[src/design/mspl_pkg.sv]
// Package for the motor speed PID loop: widths, constants, codes, FSM state
// and request structs for the shared serial multiplier and divider.
// No dependencies.
package mspl_pkg;

  localparam int unsigned SenseBits     = 12;
  localparam int unsigned SpeedFracBits = 4;
  localparam int unsigned SpeedW        = 18;
  localparam int unsigned ErrW          = 19;
  localparam int unsigned CfgW          = 16;
  localparam int unsigned MulW          = 66;   // product accumulator
  localparam int unsigned MplW          = 23;   // unsigned multiplier operand
  localparam int unsigned DivW          = 42;   // dividend / quotient
  localparam int unsigned DvsW          = 16;   // divisor

  // Fixed integral clamp for a tiny integral gain: 1e9 in Q32.16
  localparam logic [45:0] BigClamp = 46'd65536000000000;

  typedef enum logic [2:0] {
    CFG_GAIN_P  = 3'd0,
    CFG_GAIN_I  = 3'd1,
    CFG_GAIN_D  = 3'd2,
    CFG_WEIGHT  = 3'd3,
    CFG_SLOPE   = 3'd4,
    CFG_OFFSET  = 3'd5,
    CFG_SLIMIT  = 3'd6,
    CFG_CEILING = 3'd7
  } cfg_idx_e;

  typedef enum logic [3:0] {
    S_IDLE,
    S_EMA_GO,
    S_EMA_W,
    S_ERR,
    S_LIM_W,
    S_STEP_W,
    S_ISUM,
    S_MI_GO,
    S_MI_W,
    S_MP_W,
    S_MD_W,
    S_MS_GO,
    S_MS_W,
    S_DUTY,
    S_FINISH
  } state_e;

  typedef struct packed {
    logic                   start;
    logic [4:0]             nbits;
    logic [MplW-1:0]        mplier;
    logic signed [MulW-1:0] mcand;
  } mul_req_t;

  typedef struct packed {
    logic            start;
    logic [5:0]      nbits;
    logic [DivW-1:0] dividend;  // MSB aligned, top nbits are used
    logic [DvsW-1:0] divisor;
  } div_req_t;

endpackage

[src/design/motor_speed_pid_loop.sv]
// Top level of the motor speed PID loop: sequencer, state and datapath
// around one serial multiplier and one serial divider.
// Depends on mspl_pkg, mspl_mul, mspl_div.
//
//   channel | direction | handshake            | payload
//   --------+-----------+----------------------+-------------------------------------
//   in      | input     | in_valid_i/in_ready_o | raw_rpm, setpoint_rpm, sense_code, tick
//   out     | output    | out_valid_o/out_ready_i | filtered_rpm, duty, motor_on, over_current
//   cfg     | input     | cfg_we_i (no wait)   | cfg_idx_i, cfg_data_i
//
// One item at a time. A filter-only item runs a 13-bit serial multiply for
// the EMA once the filter is primed. A control tick adds two serial divides
// (42 and 31 bits) and four serial multiplies (16, 16, 23, 16 bits).
// in_ready_o is high in idle even while a result waits; the sequencer then
// holds its finished result until the output register frees. Reset restores
// the register defaults and clears all loop state.
module motor_speed_pid_loop (
  input  logic        clk_i,
  input  logic        rst_ni,
  input  logic        cfg_we_i,
  input  logic [2:0]  cfg_idx_i,
  input  logic [15:0] cfg_data_i,
  input  logic        in_valid_i,
  output logic        in_ready_o,
  input  logic [17:0] raw_rpm_i,
  input  logic signed [18:0] setpoint_rpm_i,
  input  logic [11:0] sense_code_i,
  input  logic        control_tick_i,
  output logic        out_valid_o,
  input  logic        out_ready_i,
  output logic [17:0] filtered_rpm_o,
  output logic [7:0]  duty_o,
  output logic        motor_on_o,
  output logic        over_current_o
);
  import mspl_pkg::*;

  // configuration registers
  logic [15:0] gain_p_q, gain_i_q, gain_d_q, slope_q, offset_q;
  logic [12:0] weight_q, slimit_q;
  logic [13:0] ceiling_q;

  // accepted item
  logic [17:0]       raw_q;
  logic signed [18:0] sp_q;
  logic [11:0]       sense_q;
  logic              tick_q;

  // loop state
  logic [17:0]        smooth_q;
  logic               primed_q;
  logic signed [47:0] esum_q;
  logic signed [18:0] lerr_q;
  logic [7:0]         aduty_q;
  logic               den_q;
  logic               oc_q;

  // per-tick scratch
  logic signed [18:0] err_q;
  logic signed [19:0] diff_q;
  logic [45:0]        lim_q;
  logic signed [31:0] step_q;
  logic signed [55:0] eff_q;
  logic signed [65:0] val_q;

  // output register
  logic        out_valid_q;
  logic [17:0] out_rpm_q;
  logic [7:0]  out_duty_q;
  logic        out_on_q, out_oc_q;

  state_e state_q, state_d;

  mul_req_t         mul_req;
  logic             mul_done;
  logic signed [65:0] mul_prod;
  div_req_t         div_req;
  logic             div_done;
  logic [41:0]      div_quo;

  mspl_mul u_mul (
    .clk_i (clk_i), .rst_ni(rst_ni), .req_i(mul_req), .done_o(mul_done), .prod_o(mul_prod)
  );

  mspl_div u_div (
    .clk_i (clk_i), .rst_ni(rst_ni), .req_i(div_req), .done_o(div_done), .quo_o(div_quo)
  );

  // ---------------- datapath helpers ----------------
  logic [12:0]        w_eff;
  logic signed [18:0] ema_diff;
  logic [31:0]        ema_sum;
  logic signed [19:0] err_full;
  logic signed [18:0] err_sat;
  logic [18:0]        err_mag;
  logic [30:0]        step_num;
  logic signed [31:0] step_val;
  logic signed [48:0] isum, lim_s;
  logic signed [47:0] isum_c;
  logic [65:0]        pmag, pmag_r;
  logic signed [55:0] term_i;
  logic signed [47:0] eff_c;
  logic [22:0]        gd100;
  logic signed [65:0] val_sum, val_r;
  logic [7:0]         duty_c;
  logic               near_zero, trip;

  assign w_eff    = (weight_q > 13'd4096) ? 13'd4096 : weight_q;
  assign ema_diff = $signed({1'b0, raw_q}) - $signed({1'b0, smooth_q});
  // prev*4096 + w*(raw-prev) + half; true value stays below 2^31
  assign ema_sum  = {2'b0, smooth_q, 12'b0} + 32'(mul_prod) + 32'd2048;

  assign err_full = $signed({sp_q[18], sp_q}) - $signed({2'b0, smooth_q});
  always_comb begin
    if (err_full[19] != err_full[18]) begin
      err_sat = err_full[19] ? 19'sh40000 : 19'sh3FFFF;
    end else begin
      err_sat = err_full[18:0];
    end
  end

  assign err_mag  = err_q[18] ? 19'(-err_q) : 19'(err_q);
  assign step_num = {err_mag, 12'b0} + 31'd50;
  assign step_val = err_q[18] ? -$signed({1'b0, div_quo[30:0]})
                              : $signed({1'b0, div_quo[30:0]});

  assign isum  = 49'(esum_q) + 49'(step_q);
  assign lim_s = $signed({3'b0, lim_q});
  always_comb begin
    priority if (isum > lim_s) begin
      isum_c = 48'(lim_s);
    end else if (isum < -lim_s) begin
      isum_c = 48'(-lim_s);
    end else begin
      isum_c = isum[47:0];
    end
  end

  // round Ki*sum / 4096 to nearest, ties away from zero
  assign pmag   = mul_prod[65] ? 66'(-mul_prod) : 66'(mul_prod);
  assign pmag_r = (pmag + 66'd2048) >> 12;
  assign term_i = mul_prod[65] ? -$signed(pmag_r[55:0]) : $signed(pmag_r[55:0]);

  always_comb begin
    priority if (eff_q > 56'sh400000000000) begin
      eff_c = 48'sh400000000000;
    end else if (eff_q < -56'sh400000000000) begin
      eff_c = -48'sh400000000000;
    end else begin
      eff_c = eff_q[47:0];
    end
  end

  assign gd100 = {1'b0, gain_d_q, 6'b0} + {2'b0, gain_d_q, 5'b0} + {5'b0, gain_d_q, 2'b0};

  assign val_sum = mul_prod + $signed({26'b0, offset_q, 24'b0});
  assign val_r   = (val_q + 66'sh80000000) >>> 32;
  always_comb begin
    priority if (val_q <= 66'sd0) begin
      duty_c = 8'd0;
    end else if (val_r > 66'sd255) begin
      duty_c = 8'd255;
    end else begin
      duty_c = val_r[7:0];
    end
  end

  assign near_zero = (sp_q == 19'sd0) || (sp_q == 19'sd1) || (sp_q == -19'sd1);
  assign trip      = ({1'b0, sense_q} >= slimit_q);

  // ---------------- sequencer ----------------
  always_ff @(posedge clk_i or negedge rst_ni) begin
    if (!rst_ni) begin
      state_q <= S_IDLE;
    end else begin
      state_q <= state_d;
    end
  end

  always_comb begin
    state_d = state_q;
    mul_req = '0;
    div_req = '0;
    unique case (state_q)
      S_IDLE: begin
        if (in_valid_i) begin
          state_d = S_EMA_GO;
        end
      end
      S_EMA_GO: begin
        if (primed_q) begin
          mul_req.start  = 1'b1;
          mul_req.nbits  = 5'd13;
          mul_req.mplier = 23'(w_eff);
          mul_req.mcand  = 66'(ema_diff);
          state_d = S_EMA_W;
        end else begin
          state_d = tick_q ? S_ERR : S_FINISH;
        end
      end
      S_EMA_W: begin
        if (mul_done) begin
          state_d = tick_q ? S_ERR : S_FINISH;
        end
      end
      S_ERR: begin
        div_req.start    = 1'b1;
        div_req.nbits    = 6'd42;
        div_req.dividend = {ceiling_q, 28'b0};
        div_req.divisor  = gain_i_q;
        state_d = S_LIM_W;
      end
      S_LIM_W: begin
        if (div_done) begin
          div_req.start    = 1'b1;
          div_req.nbits    = 6'd31;
          div_req.dividend = {step_num, 11'b0};
          div_req.divisor  = 16'd100;
          state_d = S_STEP_W;
        end
      end
      S_STEP_W: begin
        if (div_done) begin
          state_d = S_ISUM;
        end
      end
      S_ISUM: state_d = S_MI_GO;
      S_MI_GO: begin
        mul_req.start  = 1'b1;
        mul_req.nbits  = 5'd16;
        mul_req.mplier = 23'(gain_i_q);
        mul_req.mcand  = 66'(esum_q);
        state_d = S_MI_W;
      end
      S_MI_W: begin
        if (mul_done) begin
          mul_req.start  = 1'b1;
          mul_req.nbits  = 5'd16;
          mul_req.mplier = 23'(gain_p_q);
          mul_req.mcand  = 66'(err_q);
          state_d = S_MP_W;
        end
      end
      S_MP_W: begin
        if (mul_done) begin
          mul_req.start  = 1'b1;
          mul_req.nbits  = 5'd23;
          mul_req.mplier = gd100;
          mul_req.mcand  = 66'(diff_q);
          state_d = S_MD_W;
        end
      end
      S_MD_W: begin
        if (mul_done) begin
          state_d = S_MS_GO;
        end
      end
      S_MS_GO: begin
        mul_req.start  = 1'b1;
        mul_req.nbits  = 5'd16;
        mul_req.mplier = 23'(slope_q);
        mul_req.mcand  = 66'(eff_c);
        state_d = S_MS_W;
      end
      S_MS_W: begin
        if (mul_done) begin
          state_d = S_DUTY;
        end
      end
      S_DUTY: state_d = S_FINISH;
      S_FINISH: begin
        if (!out_valid_q || out_ready_i) begin
          state_d = S_IDLE;
        end
      end
      default: state_d = S_IDLE;
    endcase
  end

  assign in_ready_o = (state_q == S_IDLE);

  // ---------------- configuration ----------------
  always_ff @(posedge clk_i or negedge rst_ni) begin
    if (!rst_ni) begin
      gain_p_q  <= 16'd4014;
      gain_i_q  <= 16'd2458;
      gain_d_q  <= 16'd205;
      weight_q  <= 13'd1638;
      slope_q   <= 16'd3277;
      offset_q  <= 16'd1178;
      slimit_q  <= 13'd4096;
      ceiling_q <= 14'd5000;
    end else if (cfg_we_i) begin
      unique case (cfg_idx_e'(cfg_idx_i))
        CFG_GAIN_P:  gain_p_q  <= cfg_data_i;
        CFG_GAIN_I:  gain_i_q  <= cfg_data_i;
        CFG_GAIN_D:  gain_d_q  <= cfg_data_i;
        CFG_WEIGHT:  weight_q  <= cfg_data_i[12:0];
        CFG_SLOPE:   slope_q   <= cfg_data_i;
        CFG_OFFSET:  offset_q  <= cfg_data_i;
        CFG_SLIMIT:  slimit_q  <= cfg_data_i[12:0];
        CFG_CEILING: ceiling_q <= cfg_data_i[13:0];
        default: ;
      endcase
    end
  end

  // ---------------- loop state ----------------
  always_ff @(posedge clk_i or negedge rst_ni) begin
    if (!rst_ni) begin
      smooth_q <= '0;
      primed_q <= 1'b0;
      esum_q   <= '0;
      lerr_q   <= '0;
      aduty_q  <= '0;
      den_q    <= 1'b0;
      oc_q     <= 1'b0;
    end else begin
      unique case (state_q)
        S_IDLE: begin
          if (in_valid_i) oc_q <= 1'b0;
        end
        S_EMA_GO: begin
          if (!primed_q) begin
            smooth_q <= raw_q;
            primed_q <= 1'b1;
          end
        end
        S_EMA_W: begin
          if (mul_done) smooth_q <= ema_sum[29:12];
        end
        S_ERR: begin
          // setpoint within one LSB (0.0625 RPM) of zero restarts the integrator
          if (near_zero) begin
            esum_q <= '0;
            lerr_q <= '0;
          end
        end
        S_ISUM: begin
          esum_q <= isum_c;
          lerr_q <= err_q;
        end
        S_DUTY: begin
          if (trip) begin
            oc_q    <= 1'b1;
            den_q   <= 1'b0;
            aduty_q <= 8'd0;
            esum_q  <= '0;
          end else begin
            den_q   <= 1'b1;
            aduty_q <= duty_c;
          end
        end
        default: ;
      endcase
    end
  end

  // item capture and tick scratch
  always_ff @(posedge clk_i) begin
    if (state_q == S_IDLE && in_valid_i) begin
      raw_q   <= raw_rpm_i;
      sp_q    <= setpoint_rpm_i;
      sense_q <= sense_code_i;
      tick_q  <= control_tick_i;
    end
    if (state_q == S_ERR) begin
      err_q <= err_sat;
    end
    if (state_q == S_LIM_W && div_done) begin
      lim_q <= (gain_i_q >= 16'd5) ? 46'(div_quo) : BigClamp;
    end
    if (state_q == S_STEP_W && div_done) begin
      step_q <= step_val;
    end
    if (state_q == S_ISUM) begin
      diff_q <= $signed({err_q[18], err_q}) - $signed({lerr_q[18], lerr_q});
    end
    if (state_q == S_MI_W && mul_done) begin
      eff_q <= term_i;
    end
    if ((state_q == S_MP_W || state_q == S_MD_W) && mul_done) begin
      eff_q <= eff_q + 56'(mul_prod);
    end
    if (state_q == S_MS_W && mul_done) begin
      val_q <= val_sum;
    end
  end

  // ---------------- output register ----------------
  always_ff @(posedge clk_i or negedge rst_ni) begin
    if (!rst_ni) begin
      out_valid_q <= 1'b0;
    end else if (state_q == S_FINISH && (!out_valid_q || out_ready_i)) begin
      out_valid_q <= 1'b1;
    end else if (out_ready_i) begin
      out_valid_q <= 1'b0;
    end
  end

  always_ff @(posedge clk_i) begin
    if (state_q == S_FINISH && (!out_valid_q || out_ready_i)) begin
      out_rpm_q  <= smooth_q;
      out_duty_q <= aduty_q;
      out_on_q   <= den_q && (aduty_q != 8'd0);
      out_oc_q   <= oc_q;
    end
  end

  assign out_valid_o    = out_valid_q;
  assign filtered_rpm_o = out_rpm_q;
  assign duty_o         = out_duty_q;
  assign motor_on_o     = out_on_q;
  assign over_current_o = out_oc_q;
endmodule

[src/design/mspl_mul.sv]
// Bit-serial shift-add multiplier: unsigned multiplier operand times signed
// multiplicand, one multiplier bit per cycle. Depends on mspl_pkg.
module mspl_mul (
  input  logic                            clk_i,
  input  logic                            rst_ni,
  input  mspl_pkg::mul_req_t              req_i,
  output logic                            done_o,
  output logic signed [mspl_pkg::MulW-1:0] prod_o
);
  import mspl_pkg::*;

  logic                   busy_q, done_q;
  logic [4:0]             cnt_q;
  logic [MplW-1:0]        mp_q;
  logic signed [MulW-1:0] mc_q, acc_q;

  always_ff @(posedge clk_i or negedge rst_ni) begin
    if (!rst_ni) begin
      busy_q <= 1'b0;
      done_q <= 1'b0;
      cnt_q  <= '0;
    end else if (req_i.start) begin
      busy_q <= 1'b1;
      done_q <= 1'b0;
      cnt_q  <= req_i.nbits;
    end else if (busy_q) begin
      cnt_q <= cnt_q - 5'd1;
      if (cnt_q == 5'd1) begin
        busy_q <= 1'b0;
        done_q <= 1'b1;
      end
    end else begin
      done_q <= 1'b0;
    end
  end

  always_ff @(posedge clk_i) begin
    if (req_i.start) begin
      acc_q <= '0;
      mc_q  <= req_i.mcand;
      mp_q  <= req_i.mplier;
    end else if (busy_q) begin
      if (mp_q[0]) begin
        acc_q <= acc_q + mc_q;
      end
      mc_q <= mc_q <<< 1;
      mp_q <= mp_q >> 1;
    end
  end

  assign done_o = done_q;
  assign prod_o = acc_q;
endmodule

[src/design/mspl_div.sv]
// Restoring bit-serial divider, one quotient bit per cycle over the top
// nbits of an MSB-aligned dividend. Depends on mspl_pkg.
module mspl_div (
  input  logic                      clk_i,
  input  logic                      rst_ni,
  input  mspl_pkg::div_req_t        req_i,
  output logic                      done_o,
  output logic [mspl_pkg::DivW-1:0] quo_o
);
  import mspl_pkg::*;

  logic            busy_q, done_q;
  logic [5:0]      cnt_q;
  logic [DivW-1:0] dd_q, quo_q;
  logic [DvsW-1:0] dvs_q, rem_q;
  logic [DvsW:0]   trial;
  logic            fits;

  assign trial = {rem_q, dd_q[DivW-1]};
  assign fits  = (trial >= {1'b0, dvs_q});

  always_ff @(posedge clk_i or negedge rst_ni) begin
    if (!rst_ni) begin
      busy_q <= 1'b0;
      done_q <= 1'b0;
      cnt_q  <= '0;
    end else if (req_i.start) begin
      busy_q <= 1'b1;
      done_q <= 1'b0;
      cnt_q  <= req_i.nbits;
    end else if (busy_q) begin
      cnt_q <= cnt_q - 6'd1;
      if (cnt_q == 6'd1) begin
        busy_q <= 1'b0;
        done_q <= 1'b1;
      end
    end else begin
      done_q <= 1'b0;
    end
  end

  always_ff @(posedge clk_i) begin
    if (req_i.start) begin
      dd_q  <= req_i.dividend;
      dvs_q <= req_i.divisor;
      rem_q <= '0;
      quo_q <= '0;
    end else if (busy_q) begin
      dd_q  <= dd_q << 1;
      quo_q <= {quo_q[DivW-2:0], fits};
      if (fits) begin
        rem_q <= DvsW'(trial - {1'b0, dvs_q});
      end else begin
        rem_q <= trial[DvsW-1:0];
      end
    end
  end

  assign done_o = done_q;
  assign quo_o  = quo_q;
endmodule

[config.mk]
export PLATFORM = sky130hd
export DESIGN_NAME = motor_speed_pid_loop
export DESIGN_NICKNAME = d
export VERILOG_FILES = /design/src/design/mspl_pkg.sv /design/src/design/motor_speed_pid_loop.sv /design/src/design/mspl_mul.sv /design/src/design/mspl_div.sv
export SDC_FILE = /design/constraint.sdc
export NUM_CORES = 2
export LEC_CHECK = 0
export BUFFER_PORTS_ARGS = -buffer_cell sky130_fd_sc_hd__buf_4
export CAP_MARGIN = 20
export CELL_PAD_IN_SITES_DETAIL_PLACEMENT = 0
export CELL_PAD_IN_SITES_GLOBAL_PLACEMENT = 2
export CORE_ASPECT_RATIO = 0.5
export CORE_MARGIN = 2
export CORE_UTILIZATION = 34
export DETAILED_ROUTE_END_ITERATION = 16
export GPL_TIMING_DRIVEN = 0
export PLACE_DENSITY_LB_ADDON = 0.3
export SLEW_MARGIN = 0
export SYNTH_ARGS = -nofsm -noshare
export SYNTH_HDL_FRONTEND = slang
export SYNTH_HIERARCHICAL = 1
export SYNTH_SLANG_ARGS = --single-unit
export TNS_END_PERCENT = 30
[constraint.sdc]
create_clock -name clk_i -period 12.91 [get_ports clk_i]
set_input_delay 0.6455 -clock clk_i [delete_from_list [all_inputs] [get_ports clk_i]]
set_output_delay 0.6455 -clock clk_i [all_outputs]
set_load 0.005 [all_outputs]
==> reports/qor.txt <==
initial antenna violation count: 11
number of max-cap violations: 0
total clock sinks: 821
PwrDens: 264.4 mW/mm²
Synth area leaders: edfxtp_1 (24%), ha_1 (8.8%), dfrtp_1 (8.3%), xnor2_1 (5.2%), mux2_2 (5.1%)
total routed wirelength: 212.0 mm
GR Util All Layers: 23.93%
endpoint class of the critical path: register
Final setup viols: 0
Clock Latency Late Sink: 0.72 ns
routed via count: 49,030
Slew Limit Headroom: 19.16%
WL/cell: 24.51 µm
H-tree level count: 3
leak pwr: 25.51 nW
Critical Path AT: 11.92 ns
setup TNS: 0 ns
core area: 0.1676 mm²
Layout Cells excl Fill: 8,651
Slew @ Worst Pin: 1.202 ns
CP max-delay cell: clkbuf_1
TritonCTS buffer count: 84
most frequent cells after synthesis: nand2_1 (552), edfxtp_1 (461), a21oi_1 (426), nor2_1 (421), ha_1 (406)
CTS tree: built
GPL Wtd Cong: 0.9138
layout cells sized above 1: 11.00%
largest net degree at the start of global routing: 82
post-synthesis async set-or-reset flop share: 28.75%
Final Hold Violating Endpoints: 0
Starting DRT DRC Count: 4,633
Mapped Cells: 6,082
CP max stage delay: 0.80 ns
drt drc: 0
reg2reg path depth: 27
Yosys cell types: 112
Detail Placement HPWL: 169.1 mm
Syn Area/Cell: 9.473 µm²
number of vias per cell: 5.667
RSZ-0062 raised after global routing: no
Post-Syn Area: 0.05762 mm²
cell with the most instances after synthesis: nand2_1
FP Rows: 106
dpl cell area: 0.06159 mm²
drt pass-1 iters: 6
register bit count reported by yosys: 821
Buffers on Ports: 101
crit path max fanout: 10
maximum vdd drop: 0.1365 mV
Final min period: 11.50 ns
hold-fix buffer count after cts: 1
Area growth syn-to-layout: 12.01%
Finished Core Util: 38.50%
vias in the first global route: 46,210
Worst Path Required: 13.33 ns
FMAX: 86.93 MHz
final worst path period share: 89.10%
Seq/Total Area, Yosys: 38.68%
root buf cell: clkbuf_16
number of flops mapped to enable cells by yosys: 461
fin. max-slew vios: 0
Clock Tree Buf Depth: 3
synth warn: 6
I/O pin count: 104
final instance area: 0.06454 mm²
Hold Path Stages: 1
Initial Util: 34.37%
grt ovf: 0
hold slack: 0.1200 ns
Synth top area share: 24.03%
dpl cells: 8,485
worst clock skew: 0.07317 ns
Tightest Hold Check Type: in2reg
# nets final: 6,811
Setup crit start kind: register
Main synth FF type: edfxtp_1
die width: 586.2 µm
Chip Height: 295.1 µm
area leader, netlist: edfxtp_1
Setup Fix Bufs, Post-CTS: 0
Clk pin slew, worst setup/hold paths: 0.06 ns
global-route wire length before repair: 310.0 mm
Most Frequent Cell on Critical Path: clkbuf_1
Resized cells post-CTS: 0
status: completed
Final ANT Viol Nets: 0
die area: 0.1730 mm²
critical setup path kind: reg2reg
[metrics by stage]
step | total power, mW | setup WS [ns]
2_1_floorplan | 11.15 | 5.569
3_5_place_dp | 14.32 | 1.520
3_3_place_gp | 14.21 | 1.526
4_1_cts | 17.04 | 1.486
6_report | 17.06 | 1.407
5_1_grt | 18.24 | 0.7430
[worst max-delay path: cells and delay by family, from the launching register on]
kind | cells | cell delay (ns)
flip-flops | 1 | 0.35
AO/OA/AOI/OAI | 5 | 1.68
multiplexers | 1 | 0.33
adder cells (fa/ha/maj) | 1 | 0.27
buffers and inverters | 11 | 5.74
AND/OR/NAND/NOR | 7 | 2.41
XOR/XNOR | 2 | 0.40
[final timing paths]
check                                                   start                        to  slack (ns)
worst max-delay path            u_mul/prod_o[65]$_SDFFE_PP0P_       eff_q[43]$_DFFE_PP_        1.41
worst min-delay path                          sense_code_i[2]      sense_q[2]$_DFFE_PP_        0.12
worst max register to register  u_mul/prod_o[65]$_SDFFE_PP0P_       eff_q[43]$_DFFE_PP_        1.41
worst min register to register               oc_q$_DFFE_PN0P_  over_current_o$_DFFE_PP_        0.46
max in group asynchronous                              rst_ni    esum_q[37]$_DFFE_PN0P_       11.40
min in group asynchronous                              rst_ni          oc_q$_DFFE_PN0P_        0.50
[cell families (layout without fill, tap and decap cells)]
logic type / after synthesis / count (layout) / synth area share (%)
AO/OA/AOI/OAI: 1556 / 1556 / 17.62
adder cells (fa/ha/maj): 429 / 429 / 9.598
XOR/XNOR: 520 / 520 / 7.904
AND/OR/NAND/NOR: 1880 / 1880 / 16.19
flip-flops: 821 / 821 / 38.68
other: 1 / 22 / 0.006508
buffers and inverters: 544 / 824 / 3.679
multiplexers: 331 / 331 / 6.317
[registers in the layout, indices dropped and copies added, names as in the netlist, 18 cells and up]
| signal | cells |
|---|---|
| err_q | 19 |
| u_mul/mc_q | 66 |
| lim_q | 43 |
| filtered_rpm_o | 18 |
| raw_q | 18 |
| u_mul/prod_o | 66 |
| u_mul/mp_q | 23 |
| u_div/dd_q | 42 |
| val_q | 66 |
| diff_q | 20 |
| lerr_q | 19 |
| sp_q | 19 |
| u_div/quo_o | 42 |
| step_q | 32 |
| smooth_q | 18 |
| esum_q | 48 |
| eff_q | 56 |
[layout make-up]
| type | instances | area (µm²) |
|---|---|---|
| Tap cell | 2268 | 2838 |
| Fill cell | 16800 | 103100 |
| Clock buffer | 111 | 2336 |
| Multi-Input combinational cell | 4736 | 33320 |
| Antenna cell | 2 | 5.005 |
| Clock inverter | 47 | 566.8 |
| Sequential cell | 821 | 22290 |
| Timing Repair Buffer | 122 | 1064 |
| Inverter | 264 | 991.0 |
| Buffer | 280 | 1132 |
[where the power goes]
part	internal [mW]	switching, mW	total (mW)	leakage, nW
clock network	1.46	1.18	2.64	1.41
logic	3.66	5.91	9.56	15.9
registers	3.84	1.02	4.86	8.24
[routing by layer]
layer / vias to the layer above / share of wire [%] / global-route usage, %
met1: 24380 / 49 / 36.40
met2: 1478 / 43 / 35.95
li1: 22940 / - / -
met3: 227 / 6.0 / 3.022
met4: 2 / 2.0 / 4.865
met5: - / 0.0038 / 0
[cells in the final DEF (no fill, tap or decap), types with 30 or more instances in the layout]
master,instances
nand2_1,552
edfxtp_1,461
a21oi_1,426
nor2_1,421
ha_1,406
o21ai_0,379
xnor2_1,343
inv_1,261
mux2_2,261
clkbuf_1,237
dfrtp_1,192
xor2_1,177
nand3_1,157
a21o_1,131
dfxtp_1,124
nor3_1,122
nand4_1,113
buf_4,104
nor2b_1,86
clkbuf_16,86
nor4_1,83
nand2b_1,72
mux2i_1,70
o31ai_1,59
a211oi_1,48
o21bai_1,45
or3_1,45
dfstp_2,44
and3_1,40
a221o_1,39
a31oi_1,38
or2_2,37
and2_1,35
a22o_1,32
a21boi_0,30
No activity file was read; power rests on OpenSTA's default activity.
